--- config.mk ---
export PLATFORM = sky130hd
export DESIGN_NAME = led_confetti_particle_engine_core
export DESIGN_NICKNAME = d
export VERILOG_FILES = /design/src/sv/lcpe_pkg.sv /design/src/sv/led_confetti_particle_engine_core.sv /design/src/sv/lcpe_rng.sv /design/src/sv/lcpe_physics.sv
export SDC_FILE = /design/constraint.sdc
export NUM_CORES = 2
export LEC_CHECK = 0
export ABC_AREA = 1
export BUFFER_PORTS_ARGS = -buffer_cell sky130_fd_sc_hd__buf_2
export CAP_MARGIN = 20
export CELL_PAD_IN_SITES_DETAIL_PLACEMENT = 1
export CELL_PAD_IN_SITES_GLOBAL_PLACEMENT = 1
export CORE_MARGIN = 8
export CORE_UTILIZATION = 55
export DETAILED_ROUTE_END_ITERATION = 10
export PLACE_DENSITY = 0.83
export SYNTH_ARGS = -nofsm -noshare
export SYNTH_HDL_FRONTEND = slang
export SYNTH_SLANG_ARGS = --single-unit
--- constraint.sdc ---
create_clock -name clock -period 17.2 [get_ports clock]
set_clock_uncertainty 0.05 [all_clocks]
set_input_delay 0.86 -clock clock [delete_from_list [all_inputs] [get_ports clock]]
set_output_delay 0.86 -clock clock [all_outputs]
set_load 0.01 [all_outputs]
--- src/sv/lcpe_pkg.sv ---
// Shared types, constants and draw tables for the LED confetti particle engine.
// No dependencies; every other file imports this package.
`default_nettype none

package lcpe_pkg;

   // Slot storage
   localparam int NUM_PARTICLES = 16;
   localparam int SLOT_W = (NUM_PARTICLES > 1) ? $clog2(NUM_PARTICLES) : 1;
   localparam logic [SLOT_W-1:0] LAST_SLOT = SLOT_W'(NUM_PARTICLES - 1);

   // Item function codes
   localparam logic FUNC_TRIGGER = 1'b0;
   localparam logic FUNC_TICK    = 1'b1;

   // Generator
   localparam logic [30:0] LCG_MULT = 31'd1103515245;
   localparam logic [30:0] LCG_INC  = 31'd12345;

   // Draw kinds, in launch order
   localparam logic [2:0] DRAW_X   = 3'd0;
   localparam logic [2:0] DRAW_Y   = 3'd1;
   localparam logic [2:0] DRAW_VX  = 3'd2;
   localparam logic [2:0] DRAW_VY  = 3'd3;
   localparam logic [2:0] DRAW_HUE = 3'd4;
   localparam logic [2:0] DRAW_SAT = 3'd5;

   // Remainder by reciprocal: q = (v * floor(2^24 / m)) >> 24 is q or q-1 for v < 2^15
   localparam int DRAW_SHIFT = 24;
   localparam int RECIP_W    = 22;
   localparam logic [RECIP_W-1:0] RECIP_6   = RECIP_W'((1 << DRAW_SHIFT) / 6);
   localparam logic [RECIP_W-1:0] RECIP_12  = RECIP_W'((1 << DRAW_SHIFT) / 12);
   localparam logic [RECIP_W-1:0] RECIP_255 = RECIP_W'((1 << DRAW_SHIFT) / 255);
   localparam logic [RECIP_W-1:0] RECIP_55  = RECIP_W'((1 << DRAW_SHIFT) / 55);

   // Launch constants
   localparam logic signed [15:0] INIT_VX_MIN = -16'sd12;
   localparam logic signed [15:0] INIT_VY_MIN = -16'sd20;
   localparam logic [7:0] LAUNCH_X_BASE = 8'd6;
   localparam logic [7:0] SAT_BASE      = 8'd200;
   localparam logic [7:0] BRIGHT_FULL   = 8'd255;
   localparam logic [7:0] BRIGHT_MIN    = 8'd20;
   localparam logic [6:0] LED_MAX       = 7'd71;

   typedef struct packed {
      logic        func;
      logic [15:0] seed;
   } req_type;

   typedef struct packed {
      logic [3:0] slot;
      logic       lit;
      logic [6:0] led_index;
      logic [7:0] hue;
      logic [7:0] saturation;
      logic [7:0] value;
      logic       running;
      logic       last;
   } rsp_type;

   typedef struct packed {
      logic signed [15:0] pos_x;
      logic signed [15:0] pos_y;
      logic signed [15:0] vel_x;
      logic signed [15:0] vel_y;
      logic [7:0]         hue;
      logic [7:0]         sat;
      logic [7:0]         bright;
   } particle_type;

   typedef struct packed {
      logic              valid;
      logic              alive;
      logic              running;
      logic              last;
      logic [SLOT_W-1:0] slot;
   } slot_ctl_type;

   typedef struct packed {
      logic              en;
      logic              alive;
      logic [SLOT_W-1:0] addr;
      particle_type      data;
   } mem_wr_type;

   typedef struct packed {
      logic        load;
      logic        go;
      logic [2:0]  kind;
      logic [15:0] seed;
   } rng_cmd_type;

   typedef struct packed {
      logic       done;
      logic [7:0] value;
   } rng_rsp_type;

   function automatic logic [7:0] draw_bound(input logic [2:0] kind);
      logic [7:0] m;
      unique case (kind)
         DRAW_X, DRAW_Y, DRAW_VX: m = 8'd6;
         DRAW_VY:                 m = 8'd12;
         DRAW_HUE:                m = 8'd255;
         DRAW_SAT:                m = 8'd55;
         default:                 m = 8'd6;
      endcase
      return m;
   endfunction

   function automatic logic [RECIP_W-1:0] draw_recip(input logic [2:0] kind);
      logic [RECIP_W-1:0] r;
      unique case (kind)
         DRAW_X, DRAW_Y, DRAW_VX: r = RECIP_6;
         DRAW_VY:                 r = RECIP_12;
         DRAW_HUE:                r = RECIP_255;
         DRAW_SAT:                r = RECIP_55;
         default:                 r = RECIP_6;
      endcase
      return r;
   endfunction

endpackage

`default_nettype wire

--- src/sv/led_confetti_particle_engine_core.sv ---
// Top level of the LED confetti particle engine: sequencer, particle memory, alive bits.
// Depends on lcpe_pkg, lcpe_rng and lcpe_physics.
`default_nettype none

// A trigger item (func 0) seeds the generator with the 16-bit seed and launches
// NUM_PARTICLES particles on the right hand; it produces no results and keeps busy
// high throughout. Each slot takes six draws through the generator and its reciprocal
// remainder unit, then a store and a restart. A tick item (func 1) while the effect
// runs walks the particle memory one slot per cycle and emits exactly NUM_PARTICLES
// results on consecutive cycles, each passing the read register, the stage-1 register
// and the result register, with last set on the final slot; busy stays high until the
// last slot leaves stage 1. A tick while the effect is off is accepted and gives
// nothing. Results cannot be held off: rsp_valid marks each result for exactly one
// cycle. running is low on the tick that finds no live particle, after which ticks
// are ignored until the next trigger.
module led_confetti_particle_engine_core import lcpe_pkg::*; (
   input  wire logic    clock,
   input  wire logic    reset,
   input  wire logic    start,
   output logic         busy,
   input  wire req_type req_data,
   output logic         rsp_valid,
   output rsp_type      rsp_data
);

   localparam logic [1:0] ST_IDLE  = 2'd0;
   localparam logic [1:0] ST_DRAW  = 2'd1;  // drawing fields of one new particle
   localparam logic [1:0] ST_STORE = 2'd2;  // writing the new particle
   localparam logic [1:0] ST_TICK  = 2'd3;  // issuing one memory read per slot

   logic [1:0]               state_ff, state_in;
   logic [SLOT_W-1:0]        slot_ff, slot_in;
   logic [2:0]               draw_ff, draw_in;
   logic                     issue_ff, issue_in;
   logic                     effect_on_ff, effect_on_in;
   logic                     running_ff, running_in;
   logic [NUM_PARTICLES-1:0] alive_ff, alive_in;
   logic                     rd_valid_ff, rd_valid_in;
   logic [SLOT_W-1:0]        rd_slot_ff;
   particle_type             new_part_ff, new_part_in;
   particle_type             rd_data_ff;

   particle_type part_mem [NUM_PARTICLES];

   logic         accept;
   logic         launch_we;
   logic         mem_we;
   logic [SLOT_W-1:0] mem_addr;
   particle_type mem_wdata;

   rng_cmd_type  rng_cmd;
   rng_rsp_type  rng_rsp;
   slot_ctl_type phys_ctl;
   mem_wr_type   phys_wr;
   logic         phys_busy;

   assign busy   = (state_ff != ST_IDLE) | rd_valid_ff | phys_busy;
   assign accept = start & ~busy;

   always_comb begin
      state_in     = state_ff;
      slot_in      = slot_ff;
      draw_in      = draw_ff;
      issue_in     = issue_ff;
      effect_on_in = effect_on_ff;
      running_in   = running_ff;
      alive_in     = alive_ff;
      new_part_in  = new_part_ff;
      rd_valid_in  = 1'b0;
      launch_we    = 1'b0;
      rng_cmd      = '0;
      rng_cmd.kind = draw_ff;
      rng_cmd.seed = req_data.seed;

      unique case (state_ff)
         ST_IDLE: begin
            if (accept) begin
               if (req_data.func == FUNC_TRIGGER) begin
                  rng_cmd.load = 1'b1;
                  effect_on_in = 1'b1;
                  slot_in      = '0;
                  draw_in      = DRAW_X;
                  issue_in     = 1'b1;
                  state_in     = ST_DRAW;
               end else if (effect_on_ff) begin
                  // running reflects whether anything was alive at frame start
                  running_in   = |alive_ff;
                  effect_on_in = |alive_ff;
                  slot_in      = '0;
                  state_in     = ST_TICK;
               end
            end
         end
         ST_DRAW: begin
            rng_cmd.go = issue_ff;
            issue_in   = 1'b0;
            if (rng_rsp.done) begin
               unique case (draw_ff)
                  DRAW_X: begin
                     new_part_in.pos_x  = {4'd0, rng_rsp.value + LAUNCH_X_BASE, 4'd0};
                     new_part_in.bright = BRIGHT_FULL;
                  end
                  DRAW_Y:   new_part_in.pos_y = {4'd0, rng_rsp.value, 4'd0};
                  DRAW_VX:  new_part_in.vel_x = $signed({8'd0, rng_rsp.value}) + INIT_VX_MIN;
                  DRAW_VY:  new_part_in.vel_y = $signed({8'd0, rng_rsp.value}) + INIT_VY_MIN;
                  DRAW_HUE: new_part_in.hue   = rng_rsp.value;
                  DRAW_SAT: new_part_in.sat   = rng_rsp.value + SAT_BASE;
                  default: ;
               endcase
               if (draw_ff == DRAW_SAT) begin
                  state_in = ST_STORE;
               end else begin
                  // chain the next draw straight away
                  draw_in      = draw_ff + 3'd1;
                  rng_cmd.go   = 1'b1;
                  rng_cmd.kind = draw_ff + 3'd1;
               end
            end
         end
         ST_STORE: begin
            launch_we         = 1'b1;
            alive_in[slot_ff] = 1'b1;
            if (slot_ff == LAST_SLOT) begin
               state_in = ST_IDLE;
            end else begin
               slot_in  = slot_ff + SLOT_W'(1);
               draw_in  = DRAW_X;
               issue_in = 1'b1;
               state_in = ST_DRAW;
            end
         end
         ST_TICK: begin
            rd_valid_in = 1'b1;
            if (slot_ff == LAST_SLOT) begin
               state_in = ST_IDLE;
            end else begin
               slot_in = slot_ff + SLOT_W'(1);
            end
         end
         default: state_in = ST_IDLE;
      endcase

      // Write-back of a slot two reads behind the current one; never the same entry.
      if (phys_wr.en) begin
         alive_in[phys_wr.addr] = phys_wr.alive;
      end
   end

   // Launch and write-back never overlap in time.
   assign mem_we    = launch_we | phys_wr.en;
   assign mem_addr  = launch_we ? slot_ff : phys_wr.addr;
   assign mem_wdata = launch_we ? new_part_ff : phys_wr.data;

   always_ff @(posedge clock) begin
      if (mem_we) begin
         part_mem[mem_addr] <= mem_wdata;
      end
      rd_data_ff <= part_mem[slot_ff];
   end

   always_ff @(posedge clock) begin
      if (reset) begin
         state_ff     <= ST_IDLE;
         slot_ff      <= '0;
         draw_ff      <= DRAW_X;
         issue_ff     <= 1'b0;
         effect_on_ff <= 1'b0;
         running_ff   <= 1'b0;
         alive_ff     <= '0;
         rd_valid_ff  <= 1'b0;
      end else begin
         state_ff     <= state_in;
         slot_ff      <= slot_in;
         draw_ff      <= draw_in;
         issue_ff     <= issue_in;
         effect_on_ff <= effect_on_in;
         running_ff   <= running_in;
         alive_ff     <= alive_in;
         rd_valid_ff  <= rd_valid_in;
      end
   end

   always_ff @(posedge clock) begin
      new_part_ff <= new_part_in;
      rd_slot_ff  <= slot_ff;
   end

   lcpe_rng u_rng (
      .clock (clock),
      .reset (reset),
      .cmd   (rng_cmd),
      .rsp   (rng_rsp)
   );

   assign phys_ctl.valid   = rd_valid_ff;
   assign phys_ctl.alive   = alive_ff[rd_slot_ff];
   assign phys_ctl.running = running_ff;
   assign phys_ctl.last    = (rd_slot_ff == LAST_SLOT);
   assign phys_ctl.slot    = rd_slot_ff;

   lcpe_physics u_physics (
      .clock     (clock),
      .reset     (reset),
      .ctl       (phys_ctl),
      .cur       (rd_data_ff),
      .wr        (phys_wr),
      .busy      (phys_busy),
      .rsp_valid (rsp_valid),
      .rsp_data  (rsp_data)
   );

   // Results only come out of a tick that was still in flight.
   assert property (@(posedge clock) disable iff (reset)
      rsp_valid |-> $past(busy))
      else $error("core: result without work in flight");

   // The last slot of a frame is followed by a gap.
   assert property (@(posedge clock) disable iff (reset)
      (rsp_valid && rsp_data.last) |=> !rsp_valid)
      else $error("core: result right after last slot");

   // The generator is only started while launching.
   assert property (@(posedge clock) disable iff (reset)
      rng_cmd.go |-> (state_ff == ST_DRAW))
      else $error("core: draw outside launch");

endmodule

`default_nettype wire

--- src/sv/lcpe_rng.sv ---
// 31-bit linear congruential generator with a bounded draw (remainder by reciprocal).
// Depends on lcpe_pkg.
`default_nettype none

module lcpe_rng import lcpe_pkg::*; (
   input  wire logic        clock,
   input  wire logic        reset,
   input  wire rng_cmd_type cmd,
   output rng_rsp_type      rsp
);

   localparam logic [1:0] PH_IDLE = 2'd0;
   localparam logic [1:0] PH_QUO  = 2'd1;
   localparam logic [1:0] PH_REM  = 2'd2;

   logic [1:0]  phase_ff, phase_in;
   logic [30:0] gen_ff, gen_in;
   logic [2:0]  kind_ff, kind_in;
   logic [14:0] v_ff, v_in;
   logic [14:0] q_ff, q_in;
   logic        done_ff, done_in;
   logic [7:0]  value_ff, value_in;

   logic [36:0] prod;
   logic [14:0] rem;
   logic [14:0] bound15;

   always_comb begin
      phase_in = phase_ff;
      gen_in   = gen_ff;
      kind_in  = kind_ff;
      v_in     = v_ff;
      q_in     = q_ff;
      done_in  = 1'b0;
      value_in = value_ff;
      bound15  = {7'd0, draw_bound(kind_ff)};
      prod     = 37'(gen_ff[30:16]) * 37'(draw_recip(kind_ff));
      rem      = v_ff - 15'(q_ff * bound15);
      if (rem >= bound15) begin
         rem = rem - bound15;
      end

      if (cmd.load) begin
         gen_in = {15'd0, cmd.seed};
      end

      unique case (phase_ff)
         PH_IDLE: begin
            if (cmd.go) begin
               gen_in   = gen_ff * LCG_MULT + LCG_INC;
               kind_in  = cmd.kind;
               phase_in = PH_QUO;
            end
         end
         PH_QUO: begin
            v_in     = gen_ff[30:16];
            q_in     = 15'(prod >> DRAW_SHIFT);
            phase_in = PH_REM;
         end
         PH_REM: begin
            value_in = 8'(rem);
            done_in  = 1'b1;
            phase_in = PH_IDLE;
         end
         default: phase_in = PH_IDLE;
      endcase
   end

   always_ff @(posedge clock) begin
      if (reset) begin
         phase_ff <= PH_IDLE;
         gen_ff   <= '0;
         done_ff  <= 1'b0;
      end else begin
         phase_ff <= phase_in;
         gen_ff   <= gen_in;
         done_ff  <= done_in;
      end
   end

   always_ff @(posedge clock) begin
      kind_ff  <= kind_in;
      v_ff     <= v_in;
      q_ff     <= q_in;
      value_ff <= value_in;
   end

   assign rsp.done  = done_ff;
   assign rsp.value = value_ff;

   // A draw result always lies below the bound of its kind.
   assert property (@(posedge clock) disable iff (reset)
      done_ff |-> ({7'd0, value_ff} < {7'd0, draw_bound(kind_ff)}))
      else $error("lcpe_rng: draw out of range");

endmodule

`default_nettype wire

--- src/sv/lcpe_physics.sv ---
// Two-stage per-slot update: move with gravity, then bounces, fading, death and LED mapping.
// Depends on lcpe_pkg; fed from the particle memory read port.
`default_nettype none

module lcpe_physics import lcpe_pkg::*; (
   input  wire logic         clock,
   input  wire logic         reset,
   input  wire slot_ctl_type ctl,
   input  wire particle_type cur,
   output mem_wr_type        wr,
   output logic              busy,
   output logic              rsp_valid,
   output rsp_type           rsp_data
);

   localparam logic signed [15:0] GRAVITY = 16'sd2;
   localparam logic signed [15:0] FLOOR_Y = 16'sd80;   // row 5 in 1/16 units
   localparam logic signed [15:0] WALL_X  = 16'sd176;  // column 11
   localparam logic [7:0] FLOOR_FADE = 8'd30;
   localparam logic [7:0] WALL_FADE  = 8'd40;
   localparam logic [3:0] COL_MAX    = 4'd11;
   localparam logic [3:0] HALF_W     = 4'd6;
   localparam logic [2:0] ROW_MAX    = 3'd5;
   localparam logic [6:0] ROW_LEDS   = 7'd6;
   localparam logic [6:0] RIGHT_OFS  = 7'd30;  // 36 minus the 6 columns of the left hand

   function automatic logic signed [15:0] half_trunc(input logic signed [15:0] v);
      logic [16:0] t;
      t = {v[15], v} + {16'd0, v[15]};
      return t[16:1];
   endfunction

   function automatic logic signed [15:0] neg_half(input logic signed [15:0] v);
      logic [16:0] n;
      logic [16:0] t;
      n = 17'd0 - {v[15], v};
      t = n + {16'd0, n[16]};
      return t[16:1];
   endfunction

   function automatic logic slow(input logic signed [15:0] v);
      return (v >= -16'sd1) && (v <= 16'sd1);
   endfunction

   slot_ctl_type s1_ctl_ff, s1_ctl_in;
   particle_type s1_part_ff, s1_part_in;
   logic         rsp_valid_ff;
   rsp_type      rsp_ff, rsp_in;

   particle_type p;
   logic         die;
   logic         lit;
   logic signed [11:0] lx, ly;
   logic [3:0]   lxc;
   logic [2:0]   lyc;
   logic [6:0]   led;

   // Stage 1: gravity and motion
   always_comb begin
      s1_ctl_in        = ctl;
      s1_part_in       = cur;
      s1_part_in.vel_y = cur.vel_y + GRAVITY;
      s1_part_in.pos_x = cur.pos_x + cur.vel_x;
      s1_part_in.pos_y = cur.pos_y + s1_part_in.vel_y;
   end

   // Stage 2: collisions and fate
   always_comb begin
      p   = s1_part_ff;
      die = 1'b0;
      lx  = s1_part_ff.pos_x[15:4];
      ly  = s1_part_ff.pos_y[15:4];

      if (p.pos_y >= FLOOR_Y) begin
         p.pos_y = FLOOR_Y;
         p.vel_y = neg_half(p.vel_y);
         p.vel_x = half_trunc(p.vel_x);
         if (p.bright > FLOOR_FADE) begin
            p.bright = p.bright - FLOOR_FADE;
         end else begin
            die = 1'b1;
         end
      end
      if (!die && p.pos_x[15]) begin
         p.pos_x = '0;
         p.vel_x = '0;
         if (p.bright > WALL_FADE) begin
            p.bright = p.bright - WALL_FADE;
         end else begin
            die = 1'b1;
         end
      end
      if (!die && (p.pos_x >= WALL_X)) begin
         p.pos_x = WALL_X;
         p.vel_x = neg_half(p.vel_x);
      end
      if (!die && p.pos_y[15]) begin
         p.pos_y = '0;
         p.vel_y = neg_half(p.vel_y);
      end
      if (!die && ((p.bright < BRIGHT_MIN) || (slow(p.vel_x) && slow(p.vel_y)))) begin
         die = 1'b1;
      end
      lit = s1_ctl_ff.alive && !die;

      // LED from the moved position, clamped to the field
      if (lx[11]) begin
         lxc = '0;
      end else if (lx[10:0] > {7'd0, COL_MAX}) begin
         lxc = COL_MAX;
      end else begin
         lxc = lx[3:0];
      end
      if (ly[11]) begin
         lyc = '0;
      end else if (ly[10:0] > {8'd0, ROW_MAX}) begin
         lyc = ROW_MAX;
      end else begin
         lyc = ly[2:0];
      end
      led = 7'(lyc) * ROW_LEDS + 7'(lxc);
      if (lxc >= HALF_W) begin
         led = led + RIGHT_OFS;
      end

      rsp_in.slot       = 4'(s1_ctl_ff.slot);
      rsp_in.lit        = lit;
      rsp_in.led_index  = lit ? led : '0;
      rsp_in.hue        = lit ? p.hue : '0;
      rsp_in.saturation = lit ? p.sat : '0;
      rsp_in.value      = lit ? p.bright : '0;
      rsp_in.running    = s1_ctl_ff.running;
      rsp_in.last       = s1_ctl_ff.last;
   end

   // Dead slots are written too; their contents are overwritten on the next launch.
   assign wr.en    = s1_ctl_ff.valid;
   assign wr.alive = lit;
   assign wr.addr  = s1_ctl_ff.slot;
   assign wr.data  = p;

   always_ff @(posedge clock) begin
      if (reset) begin
         s1_ctl_ff    <= '0;
         rsp_valid_ff <= 1'b0;
      end else begin
         s1_ctl_ff    <= s1_ctl_in;
         rsp_valid_ff <= s1_ctl_ff.valid;
      end
   end

   always_ff @(posedge clock) begin
      s1_part_ff <= s1_part_in;
      rsp_ff     <= rsp_in;
   end

   assign busy      = s1_ctl_ff.valid;
   assign rsp_valid = rsp_valid_ff;
   assign rsp_data  = rsp_ff;

   // A drawn particle is bright enough and maps onto the matrix.
   assert property (@(posedge clock) disable iff (reset)
      (rsp_valid_ff && rsp_ff.lit) |-> ((rsp_ff.value >= BRIGHT_MIN) &&
                                        (rsp_ff.led_index <= LED_MAX)))
      else $error("lcpe_physics: lit item out of range");

endmodule

`default_nettype wire
==> results.toml <==
[outcome]
status = "completed"

[critical_path]
worstReg2RegStart = "u_rng.kind_ff[1]$_DFFE_PP_"
cp_slowest_cell = "a2111oi_1"
crit_type = "flip-flop to flip-flop"
crit_path_start_kind = "flip-flop"
reg2reg_to = "u_rng.q_ff[12]$_DFFE_PN_"
cp_max_fo = 28
cp_num_buf_inv = 8
endpoint_kind = "flip-flop"
crit_top_cell = "inv_1"
slowest_delay_ps = 860
cp.required_ps = 17700
r2r_cells = 30
crit_family = "adder cells"
cp_data_arrival_time_ps = 9640
ff2ff_setup_slack_ps = 8070

[logic_synthesis]
yosysTopAreaCellShare = 0.4895
synth_warnings = 0
syn-instance-count = 8452
synth_top_area_cell = "edfxtp_1"
synthArstFlopShare = 0
synth.cell_area_mm2 = 0.09196
synth_edf_count = 1499
synthFlopType = "edfxtp_1"
synth.distinct_cells = 67
avgSynthCellArea_um2 = 10.88
ys_ff_latch = 1789
seq_area_frac_synth = 0.5526
synth.area.top_cells = "edfxtp_1 49%, fa_1 11%, dfxtp_1 6.3%"
synth_fp_nets = 9344

[worst_hold_path]
worstHoldPathType = "flip-flop to flip-flop"
min-delay-start = "rd_data_ff[11]$_DFF_P_"
hold_depth = 0
holdPathEnd = "u_physics.wr[11]$_DFF_P_"

[global_routing]
grt_pass1_vias = 72470
grt_max_degree = 215
grt_pass1_wl_um = 453900
grt_antenna_before_repair = 3
overflow = 0
track_usage = 0.3323

[layout]
final_common_cell = "edfxtp_1"
fillCellCount = 17310
nNetsFinal = 9387
most-common-layout-cells = "1499 x edfxtp_1, 1080 x nor2_1, 1077 x nand2_1, 998 x inv_1, 876 x o21ai_0"
syn_to_final_growth_pct = 9.875
drive_above_1_share = 0.07408

[die]
rows = 150
start_util = 0.5518
design.core.area_mm2 = 0.1667
die_area_mm2 = 0.1805
die_w_um = 424.9
io_pins = 60
die_h_um = 424.9

[place]
dp_hpwl_um = 194200
routabilityCongestion = 0.9354
portBuffers = 59
pre_cts_ws_ps = 8059

[routing]
drt_iter0_drc = 7065
ant_nets = 0
num_vias = 67160
totalWireLength_um = 305800
viasPerCell = 6.185
drc = 0
wire_per_inst_um = 28.16
firstDrtPassIters = 6

[sta]
setup_ws_ps = 8066
maxSlewHeadroom = 0.1935
setup_tns_ps = 0
max_freq_mhz = 109.5
worst_pin_slew_ps = 1210
rsz0062_at_grt = "false"
finalHoldViolCount = 0
min_period_ps = 9134
drv_slew = 0
min_period_over_period = 0.5311
setup_viol = 0

[cts]
cts-root-buf = "clkbuf_16"
clkLatencyLatePin_ps = 870
cts-htree-levels = 4
ctsResizeCount = 0
cts_tree = "done"
cts_max_path_buffers = 3
clkTransAtPathRegs_ps = 60
cts_made_buffers = 180
hold_buffers = 0
cts_setup_buffers = 0
cts_sinks = 1789

[job]
cap_violations = 0

[power]
power_leakage_nw = 40.08
p_per_area_mw_per_mm2 = 234.6
ir_drop_mv = 0.3074
-- cell families (layout without fill, tap and decap cells) --
logic type	count (synthesis)	after routing	share of synthesized area
mux	1	1	0.0001089
compound gates	1535	1535	0.09157
fa+ha+maj	872	872	0.1582
simple gates	2708	2708	0.1240
xor+xnor	171	171	0.01645
buf+inv	1376	1577	0.05702
other cells	0	1	0
flops	1789	1789	0.5526
-- how the worst max path moves through the flow --
stage	slack, ps	depth (start not counted)	from	to
3_3_place_gp	8340	30	u_rng.kind_ff[1]$_DFFE_PP_	u_rng.q_ff[12]$_DFFE_PN_
5_1_grt	7410	30	u_rng.kind_ff[1]$_DFFE_PP_	u_rng.q_ff[12]$_DFFE_PN_
4_1_cts	8080	30	u_rng.kind_ff[1]$_DFFE_PP_	u_rng.q_ff[12]$_DFFE_PN_
6_report	8070	30	u_rng.kind_ff[1]$_DFFE_PP_	u_rng.q_ff[12]$_DFFE_PN_
3_5_place_dp	8060	30	u_rng.kind_ff[1]$_DFFE_PP_	u_rng.q_ff[12]$_DFFE_PN_
2_1_floorplan	10260	26	u_rng.kind_ff[1]$_DFFE_PP_	u_rng.q_ff[12]$_DFFE_PN_
-- cells in the mapped netlist, drive strengths merged, types with 177 or more instances --
| library cell | n |
|---|---|
| a21oi | 177 |
| edfxtp | 1499 |
| o21ai | 897 |
| clkbuf | 307 |
| o22ai | 358 |
| nor2 | 1160 |
| inv | 1019 |
| fa | 484 |
| nand2 | 1109 |
| nand3 | 211 |
| ha | 388 |
| dfxtp | 290 |
-- through the flow --
| stage | hold WS [ps] | power (mW) | utilization | cells | area (µm²) |
|---|---|---|---|---|---|
| 3_3_place_gp | 261.9 | 18.42 | 0.5691 | 10500 | 94840 |
| 2_1_floorplan | 259.6 | 14.93 | - | 8452 | 91960 |
| 6_report | 278.1 | 23.70 | 0.6063 | 10860 | 101000 |
| 3_5_place_dp | 263.5 | 19.25 | 0.5692 | 10510 | 94860 |
| 5_1_grt | 263.3 | 25.16 | 0.6062 | 10860 | 101000 |
| 4_1_cts | 219.0 | 23.51 | 0.6052 | 10850 | 100900 |
-- sequential cells by signal, indices dropped and copies added, names as in the netlist, 12 cells and up --
name,flops
u_rng.gen_ff,31
alive_ff,16
u_rng.q_ff,13
u_physics.s1_part_ff,48
u_physics.rsp_data,38
rd_data_ff,88
u_physics.lx,12
u_physics.wr,20
new_part_ff,52
u_physics.ly,12
u_rng.v_ff,15
part_mem,1408
-- layer usage --
metal | vias up | global-route usage | wire, µm
li1 | 28800 | - | -
met1 | 34100 | 0.4147 | 115600
met2 | 3339 | 0.5623 | 148500
met3 | 923 | 0.05436 | 23530
met4 | 2 | 0.1685 | 18150
met5 | - | 0 | 17
-- power by group --
part           switching [mW]  internal, mW
sequential              0.390          6.36
clock                    1.78          2.25
combinational            8.88          4.03
-- layout make-up --
type	count	area (µm²)	area share
Multi-Input combinational cell	5287	36080	0.3571
Inverter	1036	3909	0.03869
Clock inverter	87	1027	0.01017
Tap cell	2204	2758	0.02729
Sequential cell	1789	50830	0.5030
Timing Repair Buffer	201	1460	0.01445
Antenna cell	1	2.502	0.00002477
Clock buffer	253	4976	0.04925
(Power assumes the default switching activity.)
